## src/rtl/mcid_pkg.sv

```systemverilog
// ----------------------------------------------------------------------------
// mcid_pkg: shared types and constants for the motion channel identifier
// Register index codes, register widths and reset values, and the control
// word that the top level hands to the mark store.
// ----------------------------------------------------------------------------
package mcid_pkg;

	// configuration port
	localparam int CFG_IDX_W  = 3;
	localparam int CFG_DATA_W = 10;

	localparam logic [CFG_IDX_W-1:0] CFG_MIN_RANGE  = 3'd0;
	localparam logic [CFG_IDX_W-1:0] CFG_DOM_MARGIN = 3'd1;
	localparam logic [CFG_IDX_W-1:0] CFG_STABLE     = 3'd2;
	localparam logic [CFG_IDX_W-1:0] CFG_SETTLE     = 3'd3;

	// register widths
	localparam int RANGE_CFG_W  = 10;
	localparam int STABLE_W     = 4;
	localparam int SETTLE_W     = 10;

	// register reset values
	localparam logic [RANGE_CFG_W-1:0] MIN_RANGE_RST  = 10'd80;
	localparam logic [RANGE_CFG_W-1:0] DOM_MARGIN_RST = 10'd20;
	localparam logic [STABLE_W-1:0]    STABLE_RST     = 4'd5;
	localparam logic [SETTLE_W-1:0]    SETTLE_RST     = 10'd150;

	// per-sample commands to the mark store
	typedef struct packed {
		logic load;   // settling: marks take the sample
		logic track;  // tracking: widen marks of an unused channel
		logic take;   // scan end capture: flag take_idx as used
	} mark_ctl_t;

endpackage

```

## src/rtl/motion_channel_identifier.sv

```systemverilog
// ----------------------------------------------------------------------------
// motion_channel_identifier: assigns one moving converter channel per target
// Path: a scan-end sample goes through the input register and then the result
// register, which loads as the sample leaves the input register.
// Throughput: one sample per cycle; samples keep flowing while a result word
// waits, only a scan-end sample holds in the input register until the result
// register is free.
// Reset: control state, used-channel flags and registers return to defaults
// at once; the low/high marks are not cleared (each settling scan loads them).
// ----------------------------------------------------------------------------
module motion_channel_identifier #(
	parameter int ADC_DEVICES      = 3,
	parameter int CHANNELS_PER_ADC = 8,
	parameter int TARGET_COUNT     = 24,
	parameter int SAMPLE_BITS      = 10,
	localparam int DEV_W  = (ADC_DEVICES > 1) ? $clog2(ADC_DEVICES) : 1,
	localparam int CH_W   = (CHANNELS_PER_ADC > 1) ? $clog2(CHANNELS_PER_ADC) : 1,
	localparam int TGT_W  = $clog2(TARGET_COUNT + 1)
) (
	input  logic                            clk,
	input  logic                            arst_n,
	// sample channel
	input  logic                            in_valid,
	output logic                            in_stall,
	input  logic [DEV_W-1:0]                adc_device,
	input  logic [CH_W-1:0]                 adc_channel,
	input  logic [SAMPLE_BITS-1:0]          sample,
	input  logic                            last_in_scan,
	// result channel
	output logic                            out_valid,
	input  logic                            out_stall,
	output logic                            candidate_found,
	output logic [DEV_W-1:0]                candidate_device,
	output logic [CH_W-1:0]                 candidate_channel,
	output logic [SAMPLE_BITS-1:0]          candidate_range,
	output logic                            ambiguous,
	output logic                            captured,
	output logic [TGT_W-1:0]                mapped_target,
	output logic [TGT_W-1:0]                completed_count,
	output logic                            waiting_motion,
	output logic                            all_done,
	// configuration write channel
	input  logic                            cfg_valid,
	output logic                            cfg_ready,
	input  logic [mcid_pkg::CFG_IDX_W-1:0]  cfg_index,
	input  logic [mcid_pkg::CFG_DATA_W-1:0] cfg_data
);

	localparam int SLOTS  = ADC_DEVICES * CHANNELS_PER_ADC;
	localparam int SLOT_W = (SLOTS > 1) ? $clog2(SLOTS) : 1;
	// compare width for range against the 10-bit thresholds plus margin
	localparam int CMP_W  = ((SAMPLE_BITS > mcid_pkg::RANGE_CFG_W) ?
	                         SAMPLE_BITS : mcid_pkg::RANGE_CFG_W) + 1;

	// phase codes
	localparam logic [1:0] PH_SETTLE = 2'd0;
	localparam logic [1:0] PH_TRACK  = 2'd1;
	localparam logic [1:0] PH_DONE   = 2'd2;

	// ---------------- configuration registers ----------------
	logic [mcid_pkg::RANGE_CFG_W-1:0] min_range_q;
	logic [mcid_pkg::RANGE_CFG_W-1:0] dom_margin_q;
	logic [mcid_pkg::STABLE_W-1:0]    stable_q;
	logic [mcid_pkg::SETTLE_W-1:0]    settle_scans_q;

	assign cfg_ready = 1'b1;

	always_ff @(posedge clk or negedge arst_n) begin
		if (!arst_n) begin
			min_range_q    <= mcid_pkg::MIN_RANGE_RST;
			dom_margin_q   <= mcid_pkg::DOM_MARGIN_RST;
			stable_q       <= mcid_pkg::STABLE_RST;
			settle_scans_q <= mcid_pkg::SETTLE_RST;
		end else if (cfg_valid && cfg_ready) begin
			unique case (cfg_index)
				mcid_pkg::CFG_MIN_RANGE:  min_range_q    <= cfg_data;
				mcid_pkg::CFG_DOM_MARGIN: dom_margin_q   <= cfg_data;
				mcid_pkg::CFG_STABLE:     stable_q       <= cfg_data[mcid_pkg::STABLE_W-1:0];
				mcid_pkg::CFG_SETTLE:     settle_scans_q <= cfg_data;
				default: ;  // unknown index: word dropped
			endcase
		end
	end

	// ---------------- input register ----------------
	logic                   valid_s1;
	logic [DEV_W-1:0]       dev_s1;
	logic [CH_W-1:0]        ch_s1;
	logic [SAMPLE_BITS-1:0] smp_s1;
	logic                   last_s1;

	logic out_valid_q;
	logic proc;  // the held sample is consumed this cycle

	// a scan-end sample needs the result register; everything else goes through
	assign proc     = valid_s1 && !(last_s1 && out_valid_q && out_stall);
	assign in_stall = valid_s1 && !proc;

	always_ff @(posedge clk or negedge arst_n) begin
		if (!arst_n) begin
			valid_s1 <= 1'b0;
		end else if (in_valid && !in_stall) begin
			valid_s1 <= 1'b1;
		end else if (proc) begin
			valid_s1 <= 1'b0;
		end
	end

	always_ff @(posedge clk) begin
		if (in_valid && !in_stall) begin
			dev_s1  <= adc_device;
			ch_s1   <= adc_channel;
			smp_s1  <= sample;
			last_s1 <= last_in_scan;
		end
	end

	// ---------------- slot decode and mark store ----------------
	logic              slot_ok;
	logic [SLOT_W-1:0] slot;
	logic [SLOT_W-1:0] idx;

	assign slot_ok = ({1'b0, dev_s1} < (DEV_W + 1)'(ADC_DEVICES)) &&
	                 ({1'b0, ch_s1} < (CH_W + 1)'(CHANNELS_PER_ADC));
	assign slot    = SLOT_W'(dev_s1) * SLOT_W'(CHANNELS_PER_ADC) + SLOT_W'(ch_s1);
	assign idx     = slot_ok ? slot : '0;

	// scan state
	logic [1:0]                    phase_q;
	logic [mcid_pkg::SETTLE_W-1:0] settle_cnt_q;
	logic [SAMPLE_BITS-1:0]        best_q;
	logic [SAMPLE_BITS-1:0]        second_q;
	logic [SLOT_W-1:0]             best_slot_q;
	logic [DEV_W-1:0]              best_dev_q;
	logic [CH_W-1:0]               best_ch_q;
	logic                          best_valid_q;
	logic [SLOT_W-1:0]             streak_slot_q;
	logic                          streak_valid_q;
	logic [mcid_pkg::STABLE_W-1:0] streak_cnt_q;
	logic [TGT_W-1:0]              target_q;

	// running best including the sample in hand
	logic [SAMPLE_BITS-1:0] b_rng;
	logic [SAMPLE_BITS-1:0] b_sec;
	logic [SLOT_W-1:0]      b_slot;
	logic [DEV_W-1:0]       b_dev;
	logic [CH_W-1:0]        b_ch;
	logic                   b_valid;

	mcid_pkg::mark_ctl_t    mctl;
	logic                   avail;
	logic [SAMPLE_BITS-1:0] rng;
	logic                   hit;
	logic                   scan_end;
	logic                   cap;

	assign hit        = proc && slot_ok;
	assign scan_end   = proc && last_s1;
	assign mctl.load  = hit && (phase_q == PH_SETTLE);
	assign mctl.track = hit && (phase_q == PH_TRACK);
	assign mctl.take  = cap;

	// the scan-end sample itself may set the best slot
	mcid_marks #(
		.SLOTS       (SLOTS),
		.SAMPLE_BITS (SAMPLE_BITS)
	) u_marks (
		.clk      (clk),
		.arst_n   (arst_n),
		.ctl      (mctl),
		.idx      (idx),
		.smp      (smp_s1),
		.take_idx (b_slot),
		.avail    (avail),
		.rng      (rng)
	);

	// ---------------- running best / second range ----------------
	always_comb begin
		b_rng   = best_q;
		b_sec   = second_q;
		b_slot  = best_slot_q;
		b_dev   = best_dev_q;
		b_ch    = best_ch_q;
		b_valid = best_valid_q;
		if (mctl.track && avail) begin
			if (rng > best_q) begin
				b_sec   = best_q;
				b_rng   = rng;
				b_slot  = idx;
				b_dev   = dev_s1;
				b_ch    = ch_s1;
				b_valid = 1'b1;
			end else if (rng > second_q) begin
				b_sec = rng;
			end
		end
	end

	// ---------------- scan-end decision ----------------
	logic                          ge_min;
	logic                          dominant;
	logic                          same_streak;
	logic [mcid_pkg::SETTLE_W:0]   settle_inc;
	logic [TGT_W-1:0]              tgt_inc;

	logic [1:0]                    phase_d;
	logic [mcid_pkg::SETTLE_W-1:0] settle_cnt_d;
	logic [SLOT_W-1:0]             streak_slot_d;
	logic                          streak_valid_d;
	logic [mcid_pkg::STABLE_W-1:0] streak_cnt_d;
	logic [TGT_W-1:0]              target_d;
	logic                          found_d;
	logic                          amb_d;

	assign ge_min      = CMP_W'(b_rng) >= CMP_W'(min_range_q);
	assign dominant    = b_valid && ge_min &&
	                     (CMP_W'(b_rng) >= CMP_W'(b_sec) + CMP_W'(dom_margin_q));
	assign same_streak = streak_valid_q && (streak_slot_q == b_slot);
	assign settle_inc  = {1'b0, settle_cnt_q} + 1'b1;
	assign tgt_inc     = target_q + 1'b1;

	always_comb begin
		phase_d        = phase_q;
		settle_cnt_d   = settle_cnt_q;
		streak_slot_d  = streak_slot_q;
		streak_valid_d = streak_valid_q;
		streak_cnt_d   = streak_cnt_q;
		target_d       = target_q;
		found_d        = 1'b0;
		amb_d          = 1'b0;
		cap            = 1'b0;
		if (scan_end) begin
			unique case (phase_q)
				PH_SETTLE: begin
					if (settle_inc >= {1'b0, settle_scans_q}) begin
						phase_d        = PH_TRACK;
						settle_cnt_d   = '0;
						streak_valid_d = 1'b0;
						streak_cnt_d   = '0;
					end else begin
						settle_cnt_d = settle_inc[mcid_pkg::SETTLE_W-1:0];
					end
				end
				PH_TRACK: begin
					found_d = b_valid;
					amb_d   = b_valid && ge_min && !dominant;
					priority if (!dominant) begin
						streak_cnt_d = '0;
					end else if (!same_streak) begin
						streak_slot_d  = b_slot;
						streak_valid_d = 1'b1;
						streak_cnt_d   = mcid_pkg::STABLE_W'(1);
					end else if (streak_cnt_q < stable_q) begin
						streak_cnt_d = streak_cnt_q + 1'b1;
					end else begin
						// held long enough: claim the channel for this target
						cap          = 1'b1;
						target_d     = tgt_inc;
						settle_cnt_d = '0;
						phase_d      = (tgt_inc >= TGT_W'(TARGET_COUNT)) ? PH_DONE : PH_SETTLE;
					end
				end
				PH_DONE: ;
				default: ;
			endcase
		end
	end

	always_ff @(posedge clk or negedge arst_n) begin
		if (!arst_n) begin
			phase_q        <= PH_SETTLE;
			settle_cnt_q   <= '0;
			best_q         <= '0;
			second_q       <= '0;
			best_slot_q    <= '0;
			best_dev_q     <= '0;
			best_ch_q      <= '0;
			best_valid_q   <= 1'b0;
			streak_slot_q  <= '0;
			streak_valid_q <= 1'b0;
			streak_cnt_q   <= '0;
			target_q       <= '0;
		end else if (proc) begin
			phase_q        <= phase_d;
			settle_cnt_q   <= settle_cnt_d;
			streak_slot_q  <= streak_slot_d;
			streak_valid_q <= streak_valid_d;
			streak_cnt_q   <= streak_cnt_d;
			target_q       <= target_d;
			// running best clears at every scan end
			if (last_s1) begin
				best_q       <= '0;
				second_q     <= '0;
				best_slot_q  <= '0;
				best_dev_q   <= '0;
				best_ch_q    <= '0;
				best_valid_q <= 1'b0;
			end else begin
				best_q       <= b_rng;
				second_q     <= b_sec;
				best_slot_q  <= b_slot;
				best_dev_q   <= b_dev;
				best_ch_q    <= b_ch;
				best_valid_q <= b_valid;
			end
		end
	end

	// ---------------- result register ----------------
	logic                   found_q;
	logic [DEV_W-1:0]       cdev_q;
	logic [CH_W-1:0]        cch_q;
	logic [SAMPLE_BITS-1:0] crange_q;
	logic                   amb_q;
	logic                   cap_q;
	logic [TGT_W-1:0]       mapped_q;
	logic [TGT_W-1:0]       count_q;
	logic                   waiting_q;
	logic                   done_q;

	always_ff @(posedge clk or negedge arst_n) begin
		if (!arst_n) begin
			out_valid_q <= 1'b0;
		end else if (scan_end) begin
			out_valid_q <= 1'b1;
		end else if (!out_stall) begin
			out_valid_q <= 1'b0;
		end
	end

	always_ff @(posedge clk) begin
		if (scan_end) begin
			found_q   <= found_d;
			cdev_q    <= found_d ? b_dev : '0;
			cch_q     <= found_d ? b_ch : '0;
			crange_q  <= found_d ? b_rng : '0;
			amb_q     <= amb_d;
			cap_q     <= cap;
			mapped_q  <= cap ? target_q : target_d;
			count_q   <= target_d;
			waiting_q <= (phase_d == PH_TRACK);
			done_q    <= (phase_d == PH_DONE);
		end
	end

	assign out_valid         = out_valid_q;
	assign candidate_found   = found_q;
	assign candidate_device  = cdev_q;
	assign candidate_channel = cch_q;
	assign candidate_range   = crange_q;
	assign ambiguous         = amb_q;
	assign captured          = cap_q;
	assign mapped_target     = mapped_q;
	assign completed_count   = count_q;
	assign waiting_motion    = waiting_q;
	assign all_done          = done_q;

endmodule

```

## src/rtl/mcid_marks.sv

```systemverilog
// ----------------------------------------------------------------------------
// mcid_marks: per-channel low/high marks and channel-used flags
// One read-modify-write per cycle at the addressed slot; reports the range
// after folding in the sample and whether the slot is still unused.
// ----------------------------------------------------------------------------
module mcid_marks #(
	parameter int SLOTS       = 24,
	parameter int SAMPLE_BITS = 10,
	localparam int SLOT_W     = (SLOTS > 1) ? $clog2(SLOTS) : 1
) (
	input  logic                    clk,
	input  logic                    arst_n,
	input  mcid_pkg::mark_ctl_t     ctl,
	input  logic [SLOT_W-1:0]       idx,
	input  logic [SAMPLE_BITS-1:0]  smp,
	input  logic [SLOT_W-1:0]       take_idx,
	output logic                    avail,
	output logic [SAMPLE_BITS-1:0]  rng
);

	logic [SAMPLE_BITS-1:0] low_q  [SLOTS];
	logic [SAMPLE_BITS-1:0] high_q [SLOTS];
	logic [SLOTS-1:0]       taken_q;

	logic [SAMPLE_BITS-1:0] lo;
	logic [SAMPLE_BITS-1:0] hi;
	logic [SAMPLE_BITS-1:0] new_lo;
	logic [SAMPLE_BITS-1:0] new_hi;

	always_comb begin
		lo     = low_q[idx];
		hi     = high_q[idx];
		new_lo = (smp < lo) ? smp : lo;
		new_hi = (smp > hi) ? smp : hi;
		rng    = (new_hi >= new_lo) ? (new_hi - new_lo) : '0;
		avail  = !taken_q[idx];
	end

	// marks are undefined until the first settling scan writes them
	always_ff @(posedge clk) begin
		if (ctl.load) begin
			low_q[idx]  <= smp;
			high_q[idx] <= smp;
		end else if (ctl.track && avail) begin
			low_q[idx]  <= new_lo;
			high_q[idx] <= new_hi;
		end
	end

	always_ff @(posedge clk or negedge arst_n) begin
		if (!arst_n) begin
			taken_q <= '0;
		end else if (ctl.take) begin
			taken_q[take_idx] <= 1'b1;
		end
	end

endmodule

```

## config.mk

```make
export PLATFORM = sky130hd
export DESIGN_NAME = motion_channel_identifier
export DESIGN_NICKNAME = d
export VERILOG_FILES = /design/src/rtl/mcid_pkg.sv /design/src/rtl/motion_channel_identifier.sv /design/src/rtl/mcid_marks.sv
export SDC_FILE = /design/constraint.sdc
export NUM_CORES = 1
export LEC_CHECK = 0
export ABC_AREA = 1
export BUFFER_PORTS_ARGS = -buffer_cell sky130_fd_sc_hd__buf_2
export CAP_MARGIN = 0
export CORE_MARGIN = 2
export CORE_UTILIZATION = 35
export CTS_CLUSTER_DIAMETER = 30
export DETAILED_ROUTE_END_ITERATION = 12
export SLEW_MARGIN = 20
export SYNTH_ARGS = -nofsm -noshare
export SYNTH_HDL_FRONTEND = slang
export SYNTH_SLANG_ARGS = --single-unit
```

## constraint.sdc

```tcl
create_clock -name clk -period 12.7 [get_ports clk]
set_input_delay 2.54 -clock clk [delete_from_list [all_inputs] [get_ports clk]]
set_output_delay 2.54 -clock clk [all_outputs]
set_load 0.01 [all_outputs]
```

==> results.toml <==
[grt]
grt_max_degree = 83
grt_pass1_wl_mm = 116.3
gr-usage-all-layers_pct = 18.20
grt.overflow.total = 0
grt_antenna_before_repair = 1
grt_pass1_vias = 19622

[worst_setup_path]
cpMostUsedCell = "nand2_1"
cp_data_arrival_time_ns = 11.98
path_max_fanout = 34
worst-path-buf-inv = 10
worstPathRequired_ns = 13.08
critPathSlowestCell = "edfxtp_1"
critPathCaptureType = "flop"
startpoint_type = "flop"
cp_top_family = "compound AO/OA/AOI/OAI gates"
crit_type = "flop to flop"
cp_slowest_stage_delay_ns = 0.46

[power_and_ir_drop]
p_switching_mw = 2.191
power.leakage_nw = 13.00
p_sw_share_pct = 31.51
power_frac_seq_pct = 36.1
power.internal_mw = 4.762
report.power.total_mw = 6.953
clock_power_share_pct = 41.2
power_frac_comb_pct = 22.7
p_per_area_nw_per_um2 = 204.6
vdd_drop_max_mv = 0.1239

[drt]
met1Wirelength_mm = 33.00
routed_wl_mm = 76.21
met2_length_mm = 35.87
drt-initial-drc-count = 1803
maxUsedRoutingLayer = "met4"
post_drt_wl_per_cell_um = 20.58
vias = 19702
dr.pass1.iters = 5
drcViolationCount = 0
viasPerCell = 5.321
ant_nets = 0
met3_length_mm = 5.382

[finish]
final_cell_count_no_fill = 3703
top_regs = "u_marks.high_q: 240 flops, u_marks.low_q: 240 flops, u_marks.taken_q: 24 flops"
nNetsFinal = 2688
drive_gt1_share_pct = 18.02
area_delta_synth_final_pct = 19.56

[synth]
synth_common_cells = "edfxtp_1, nand2_1, o22ai_1"
ys.warnings.count = 0
synth_fp_nets = 2536
avgSynthCellArea_um2 = 11.84
ys_top_cells_by_area = "edfxtp_1, dfrtp_1, nand2_1, o22ai_1, ha_1"
ys_ff_latch = 644
syn_inst = 2401
synth_enable_flop_cells = 526
synth_area_um2 = 28430
synth_most_common_cell = "edfxtp_1"
synth_top_area_share_pct = 55.56
synth-async-reset-ratio_pct = 18.32
seq_area_frac_synth_pct = 65.99
ys_types = 64
synth-main-ff-cell = "edfxtp_1"
yosysTopAreaCell = "edfxtp_1"

[timing]
tightest_slew_ns = 1.077
fin_crit_sh_pct = 91.32
setup_violations = 0
setup_tns_ns = 0
rsz0062_at_grt = "false"
skew_ns = 0.05153
max_freq_ghz = 0.08622
drv_slew = 0
final_hold_viol_count = 0
post-route-min-period_ns = 11.60
slew_headroom_pct = 28.09

[clock_network]
clk_path_buf_depth = 3
cts.root.buffer_cell = "clkbuf_16"
clock_sinks = 644
cts_tree = "yes"
numCtsBuffers = 107
clk-insertion-delay-late_ns = 0.67
holdBufCountCts = 0
clk_pin_slew_ns = 0.05
htree_levels = 3

[die]
die_x_um = 289.0
start_util_pct = 35.35
die_h_um = 289.0
dieArea_um2 = 83520
design.core.area_um2 = 80420
io_pins = 67
num_rows = 104

[outcome]
status = "complete, no violations"

[run]
cap_viol_max_count = 0

[place]
dp.cells = 3499
gp_congestion = 0.9309
io_buffer_count = 65
dpl.hpwl_mm = 47.53

[min_path]
hold_path.class = "flop to flop"
==> final cells by class <==
cell class,count,area [µm²]
Clock inverter,84,913.4
Clock buffer,114,2725
Multi-Input combinational cell,1436,8464
Fill cell,7469,46430
Inverter,214,812.0
Tap cell,1060,1326
Sequential cell,644,18760
Antenna cell,1,2.502
Timing Repair Buffer,150,984.7
==> power groups by stage <==
stage,clock network (mW),logic [mW],registers [mW]
after floorplan,0,1.08,2.53
after global placement,0,1.54,2.54
after detailed placement,0,1.56,2.55
after CTS,2.90,1.58,2.51
after global routing,2.99,1.80,2.52
final,2.86,1.58,2.51
==> logic make-up after synthesis <==
group / after synthesis / share of synthesized area [%]
simple gates: 730 / 11.45
buf+inv: 321 / 4.688
flops: 644 / 65.99
fa+ha+maj: 101 / 4.498
xor+xnor: 22 / 0.6778
other cells: 1 / 0.01319
compound gates: 582 / 12.68
==> worst min-delay path, delay by kind of cell (launching register included) <==
kind,cells,cell delay [ns]
buf+inv,1,0.05
compound gates,1,0.04
flops,1,0.32
==> stage by stage <==
step	utilization (%)	hold WS [ns]	setup slack, ns	area [µm²]
after global routing	42.26	0.4671	0.04234	33990
after global placement	37.60	0.4298	0.8869	30240
after detailed placement	37.61	0.4370	0.5904	30240
after floorplan	-	0.4211	2.367	28430
after CTS	42.13	0.4480	0.5231	33880
final	42.27	0.4459	1.102	33990
==> repair_timing <==
action                                  4_1_cts  5_1_grt
endpoints found under the setup margin        0       59
resized for setup                             0       22
endpoints found under the hold margin         0        0
buffers inserted                              0        5
==> final timing paths <==
check | endpoint | slack [ns] | depth (start not counted) | start
min in group asynchronous | streak_slot_q[4] | 1.89 | 1 | arst_n
min | u_marks.taken_q[6] | 0.45 | 2 | u_marks.taken_q[6]
max | all_done | 1.10 | 64 | dev_s1[1]
max reg2reg | all_done | 1.10 | 64 | dev_s1[1]
min reg2reg | u_marks.taken_q[6] | 0.45 | 2 | u_marks.taken_q[6]
max in group asynchronous | second_q[5] | 9.67 | 2 | arst_n
==> cells in the final DEF (no fill, tap or decap), types with 81 or more instances in the layout <==
cell type,n
o22ai_1,235
inv_1,196
edfxtp_1,526
o21ai_0,144
buf_4,81
nand2_1,416
dfrtp_1,108
clkbuf_16,108
ha_1,98
==> routing by layer <==
layer / up-vias / global-route usage, %
li1: 9054 / -
met1: 9749 / 24.71
met2: 756 / 29.93
met3: 143 / 2.906
met4: 0 / 5.722
met5: - / 0
(Power assumes the default switching activity.)
